===== src/design/itgp_pkg.sv =====
// itgp_pkg: types, widths and arithmetic helpers for image_to_ground_plane.
// No dependencies; used by itgp_front, itgp_div_step and the top level.
package itgp_pkg;

    // width of one 2x2 system entry, sized for the widest pixel fraction
    localparam int AW = 49;
    // width of one exact product of two entries
    localparam int PW = 2 * AW;
    // width of a determinant or a Cramer numerator before scaling
    localparam int DW = PW + 1;
    // quotient bits produced by the divider
    localparam int QW = 32;
    // split point for the partial products
    localparam int SPL = 24;

    // register indexes on the configuration port
    localparam logic [2:0] REG_ROW0_XY    = 3'd0;
    localparam logic [2:0] REG_ROW1_XY    = 3'd1;
    localparam logic [2:0] REG_ROW2_XY    = 3'd2;
    localparam logic [2:0] REG_OFFSETS_01 = 3'd3;
    localparam logic [2:0] REG_OFFSET_2   = 3'd4;

    // four partial products of one AW x AW signed multiply
    typedef struct packed {
        logic signed [2*(AW-SPL)-1:0] hh;
        logic signed [AW+1-1:0]       hl;
        logic signed [AW+1-1:0]       lh;
        logic [2*SPL-1:0]             ll;
    } pp_t;

    // state of one restoring division in flight
    typedef struct packed {
        logic [DW-1:0] rem;
        logic [QW-1:0] nlow;
        logic [QW-1:0] quo;
        logic          neg;
        logic          ovf;
    } div_t;

    typedef struct packed {
        logic [QW-1:0] value;
        logic          sat;
    } quo_t;

    function automatic pp_t split_mul(logic signed [AW-1:0] x, logic signed [AW-1:0] y);
        logic signed [AW-SPL-1:0] xh;
        logic signed [AW-SPL-1:0] yh;
        logic [SPL-1:0]           xl;
        logic [SPL-1:0]           yl;
        pp_t                      r;
        xh = x[AW-1:SPL];
        yh = y[AW-1:SPL];
        xl = x[SPL-1:0];
        yl = y[SPL-1:0];
        r.hh = xh * yh;
        r.hl = xh * $signed({1'b0, yl});
        r.lh = $signed({1'b0, xl}) * yh;
        r.ll = xl * yl;
        return r;
    endfunction

    function automatic logic signed [PW-1:0] join_mul(pp_t p);
        logic signed [PW-1:0] hh;
        logic signed [PW-1:0] hl;
        logic signed [PW-1:0] lh;
        logic signed [PW-1:0] ll;
        hh = PW'($signed(p.hh));
        hl = PW'($signed(p.hl));
        lh = PW'($signed(p.lh));
        ll = $signed({{(PW-2*SPL){1'b0}}, p.ll});
        return (hh <<< (2*SPL)) + (hl <<< SPL) + (lh <<< SPL) + ll;
    endfunction

    // sign, saturation and truncation of a finished quotient
    function automatic quo_t finish_quo(div_t d);
        quo_t r;
        if (d.neg) begin
            if (d.ovf || d.quo > 32'h8000_0000) begin
                r.value = 32'h8000_0000;
                r.sat   = 1'b1;
            end else begin
                r.value = 32'd0 - d.quo;
                r.sat   = 1'b0;
            end
        end else begin
            if (d.ovf || d.quo[QW-1]) begin
                r.value = 32'h7FFF_FFFF;
                r.sat   = 1'b1;
            end else begin
                r.value = d.quo;
                r.sat   = 1'b0;
            end
        end
        return r;
    endfunction

endpackage


===== src/design/itgp_div_step.sv =====
// itgp_div_step: one registered restoring-division step, one quotient bit.
// Depends on itgp_pkg.
module itgp_div_step (
    input  logic                    aclk,
    input  logic                    en,
    input  itgp_pkg::div_t          step_in,
    input  logic [itgp_pkg::DW-1:0] dmag,
    output itgp_pkg::div_t          step_out
);

    localparam int DW = itgp_pkg::DW;
    localparam int QW = itgp_pkg::QW;

    itgp_pkg::div_t step_reg;
    itgp_pkg::div_t step_next;
    logic [DW:0]    shifted;
    logic [DW:0]    diff;
    logic           ge;

    always_comb begin
        shifted   = {step_in.rem, step_in.nlow[QW-1]};
        diff      = shifted - {1'b0, dmag};
        ge        = (shifted >= {1'b0, dmag});
        step_next      = step_in;
        step_next.rem  = ge ? diff[DW-1:0] : shifted[DW-1:0];
        step_next.nlow = {step_in.nlow[QW-2:0], 1'b0};
        step_next.quo  = {step_in.quo[QW-2:0], ge};
    end

    always_ff @(posedge aclk) begin
        if (en) begin
            step_reg <= step_next;
        end
    end

    assign step_out = step_reg;

endmodule


===== config.mk =====
export PLATFORM = sky130hd
export DESIGN_NAME = itgp_div_step
export DESIGN_NICKNAME = d
export VERILOG_FILES = /design/src/design/itgp_pkg.sv /design/src/design/itgp_div_step.sv
export SDC_FILE = /design/constraint.sdc
export NUM_CORES = 1
export LEC_CHECK = 0
export BUFFER_PORTS_ARGS = -buffer_cell sky130_fd_sc_hd__buf_2
export CAP_MARGIN = 20
export CORE_MARGIN = 2
export CORE_UTILIZATION = 45
export CTS_CLUSTER_DIAMETER = 200
export DETAILED_ROUTE_END_ITERATION = 7
export PLACE_DENSITY = 0.84
export SYNTH_ARGS = -nofsm -noshare
export SYNTH_HDL_FRONTEND = slang
export SYNTH_SLANG_ARGS = --single-unit

===== constraint.sdc =====
create_clock -name aclk -period 7.8 [get_ports aclk]
set_clock_uncertainty 0.1 [all_clocks]
set_input_delay 0.78 -clock aclk [delete_from_list [all_inputs] [get_ports aclk]]
set_output_delay 0.78 -clock aclk [all_outputs]
set_load 0.01 [all_outputs]

## Yosys cells after proc, flatten, opt, wreduce, memory -nomap -nowiden

Cells that the tools add are included.

| cells by class | value |
|---|---|
| add/sub/neg operators | 1 |
| $mul | 0 |
| divide/modulo/power cells | 0 |
| $lt $le $gt $ge | 1 |
| equal/unequal tests | 0 |
| shifts and indexed selects | 0 |
| multiplexer cells | 1 |
| bitwise operators | 0 |
| reductions and logical operators | 0 |

Operators by type and width:

| cell | number |
|---|---|
| greater-or-equal comparator 100 x 99 -> 1 bit | 1 |
| 2-to-1 mux 99 bit | 1 |
| subtractor 99 bit | 1 |

| word-level totals | value |
|---|---|
| flip-flop bits (word level) | 164 |
| latch bits | 0 |
| memory bits (writable) | 0 |
| bits in read-only memories | 0 |
| output and inout port bits | 165 |
| word-level logic and storage cells | 8 |
| memories kept | 0 |

## Longest topological paths before layout

| logic depth | value |
|---|---|
| depth in word-level cells | 2 |
| depth in mapped cells | 17 |
| mapped depth without buffers | 14 |

## Worst setup path before layout

Ideal clock, no wire load.

| path | value |
|---|---|
| path kind | input-to-reg |
| start | in step_in[65] (netlist name) |
| end | reg step_reg (netlist bit step_out[156]) (data pin) |
| library setup time | 0.257 ns |
| arrival | 3.792 ns |
| path slack | 3.651 ns |
| stages | 14 |
| path through | inv_1 ha_1 fa_1 nand2b_1 a211oi_1 o21ai_1 a21oi_1 o21ai_1 a31oi_1 a31oi_1 o31ai_1 nor2_1 or4b_1 a32o_1 |

RTL lines:

| what | line | source |
|---|---|---|
| start, declared | itgp_div_step.sv:6 | `input itgp_pkg::div_t step_in,` |
| end signal, assigned | itgp_div_step.sv:32 | `step_reg <= step_next;` |
| end, declared | itgp_div_step.sv:14 | `itgp_pkg::div_t step_reg;` |

==> key figures <==
Floorplan
  • Core area: 27900 µm²
  • Io pins: 431
  • Initial Util: 45.9%
  • DIE WIDTH: 173 µm
  • Die Area: 29800 µm²
  • DIE HEIGHT: 173 µm
  • Rows: 61

Critical path
  • Crit. path cell count: 15
  • CP Launch Type: input pin
  • Critical Path Sink Type: flip-flop
  • Cell breakdown of the critical path: buf_2 -> inv_1 -> ha_1 -> fa_1 -> nand2b_1 -> a211oi_1 -> o21ai_1 -> a21oi_1 -> o21ai_1 -> a31oi_1 -> a31oi_1 -> o311ai_0 -> a31oi_1 -> xor2_1 -> o21ai_0
  • WP data arrival: 5.24 ns
  • Slowest-stage cell, CP: o311ai_0
  • Worst Path Buf+Inv: 2
  • Worst setup path endpoint: step_out[164]$_DFFE_PP_
  • Worst EP required: 7.87 ns
  • CP most frequent cell: a31oi_1
  • CP delay by family, top: compound AO/OA/AOI/OAI gates
  • CP startpoint: step_in[65]
  • Slowest Stage Delay on Critical Path: 1.06 ns
  • Crit Path Class: input pin to flip-flop
  • Worst-path fanout max: 5

STA
  • Slew HR: 23.5%
  • Final setup TNS: 0 ns
  • FMAX: 0.193 GHz
  • Worst setup margin: 2.63 ns
  • Final hold violation count: 0
  • Unrepaired setup endpoints after global routing: no
  • Final setup vio count: 0
  • Max-slew violation count: 0
  • Fin crit period: 5.17 ns
  • Worst Tran Pin Value: 1.13 ns
  • Period utilisation layout: 66.3%
  • Hold slack: 0.398 ns

GRT
  • Gr usage total: 26.8%
  • Number of global-route vias before repair: 12.1k
  • Initial antenna violation count: 2
  • Total gr overflow: 0
  • First-pass GRT wire length: 63400 µm
  • Largest net degree at the start of global routing: 195

Clock tree
  • Number of post-CTS setup repair buffers: 0
  • Root Buffer: clkbuf_16
  • # resized after CTS: 0
  • CTS tree: done
  • CTS Sinks: 164
  • Total CTS buffers: 17
  • Hold Buf Count CTS: 0
  • Clock Pin Slew Worst Setup and Hold Paths: 0.07 ns
  • Clock tree buffer depth: 2
  • CTS H-Tree Depth: 4

Detailed routing
  • Antenna-violating nets left: 0
  • Wl on met1: 16800 µm
  • Final WL: 41300 µm
  • Met2 wire length: 20100 µm
  • Met3 wire len: 3470 µm
  • Vias after detailed routing: 12.7k
  • Per-cell routed wire length: 18.3 µm
  • DRT Pass-1 Iters: 5
  • Initial DRC Count: 974
  • Vias per inst: 5.60
  • Uppermost layer routed: met5
  • Drc violations: 0

Min path
  • Min-Delay Path Class: input pin to flip-flop

Synth
  • Post-Synth Adder-Cell Area: 9.82%
  • Ys Warns: 0
  • Yosys reg bits: 164
  • Simple logic cell fraction of the synthesized area: 15.8%
  • Synth area leader: edfxtp_1
  • Synth Area in Compound Gates: 22.9%
  • Asr flop ratio synth: 0%
  • Post-Syn Area: 12800 µm²
  • Sequential fraction of the synthesis area: 38.4%
  • Yosys top cell area share: 38.4%
  • Ranking of synthesized cells by area: edfxtp_1, ha_1, nand2_1, o21ai_0, a21oi_1
  • Avg Cell Area, Syn: 8.55 µm²
  • Largest family of logic cells by synthesized area: compound AO/OA/AOI/OAI gates
  • XOR/XNOR Fraction of Synth Area: 6.42%
  • Post-synthesis mux area share: 0.176%
  • Number of synthesized flops with an enable pin: 164
  • Syn Inst Count: 1499
  • Syn Nets: 1865
  • Netlist cell types: 61
  • Main synth FF type: edfxtp_1

Layout
  • Highest-count cells in the layout ignoring fill and taps: buf_2, nand2_1, edfxtp_1
  • Largest register FFs: 164
  • Final Core Density: 56.1%
  • Leading cell type in the layout, fill and taps excluded: buf_2
  • Design area: 15700 µm²
  • Final nets: 2235
  • Fraction of layout cells with a size suffix above 1: 25.2%
  • Layout area overhead: 22.3%
  • Fillers: 2552

Placement
  • Port Buffers: 428
  • Setup slack at placement: 2.33 ns
  • DP Area: 15100 µm²
  • RePlAce Congestion: 0.962
  • Post-DP HPWL: 32800 µm

Power
  • Worst IR Drop VDD: 0.139 mV
  • PD cells: 189 nW/µm²
  • Pleak: 7.07 nW

Run status
  • Status: finished, final reports clean

Job
  • MaxCap Viol Count: 0
[synthesized netlist by cell type, types with 4 or more instances]
cell type and n:
nor2b_1 5, or3_1 12, o221ai_1 4, buf_6 8, a21o_1 60, o21ai_0 146, xor2_1 42, buf_2 10
nor2_1 89, edfxtp_1 164, nand2_1 209, nand2b_1 6, o211ai_1 5, a21oi_1 140, xnor2_1 52, a31oi_1 18
o31ai_1 18, o21ai_1 24, a21boi_0 4, nor4_1 11, nand4_1 53, and2_1 4, ha_1 99, o21bai_1 25
or2_2 7, inv_1 117, o21a_1 13, nand3_1 19, nor3_1 22, clkbuf_1 60, a211oi_1 10, and3_1 4
[worst min-delay path by stage]
stage                      startpoint  slack [ns]                endpoint  cells past startpoint
final                      step_in[7]        0.40   step_out[8]$_DFFE_PP_                      1
after global routing      step_in[51]        0.38  step_out[52]$_DFFE_PP_                      1
after CTS                 step_in[50]        0.38  step_out[51]$_DFFE_PP_                      1
after detailed placement  step_in[20]        0.86  step_out[21]$_DFFE_PP_                      1
after global placement    step_in[50]        0.86  step_out[51]$_DFFE_PP_                      1
after floorplan            step_in[0]        0.78   step_out[0]$_DFFE_PP_                      0
[kinds of logic (layout without fill, tap and decap cells)]
logic type | count (synthesis) | count (layout)
compound gates | 490 | 490
xor+xnor | 94 | 94
fa+ha+maj | 100 | 100
buf+inv | 200 | 583
flops | 164 | 164
mux | 2 | 2
other cells | 1 | 2
simple gates | 448 | 448
[stage by stage]
step | total power, mW | cells
after floorplan | 1.76 | 1499
after global placement | 2.10 | 2228
after detailed placement | 2.12 | 2228
after CTS | 2.96 | 2260
after global routing | 3.10 | 2260
final | 2.96 | 2261
[per-layer routing]
metal	track usage, %	up-vias
met5	0	-
met4	8.55	2
met3	6.95	63
met2	46.2	584
met1	32.7	5845
li1	-	6157
[area by class of cell]
class,instances,area [µm²],area share [%]
clock buffer,18,429,2.74
clock inverter,14,145,0.926
antenna,1,2.50,0.0160
timing repair buffer,433,2200,14.0
tap,378,473,3.02
sequential,164,4920,31.4
inverter,118,443,2.83
multi-input combinational,1135,7060,45.0
[power breakdown]
group	internal (mW)	total, mW	switching [mW]	leakage [nW]
logic	0.375	0.964	0.588	5.19
clock network	0.449	0.845	0.397	0.277
registers	1.12	1.15	0.0316	1.60
(Power assumes the default switching activity.)
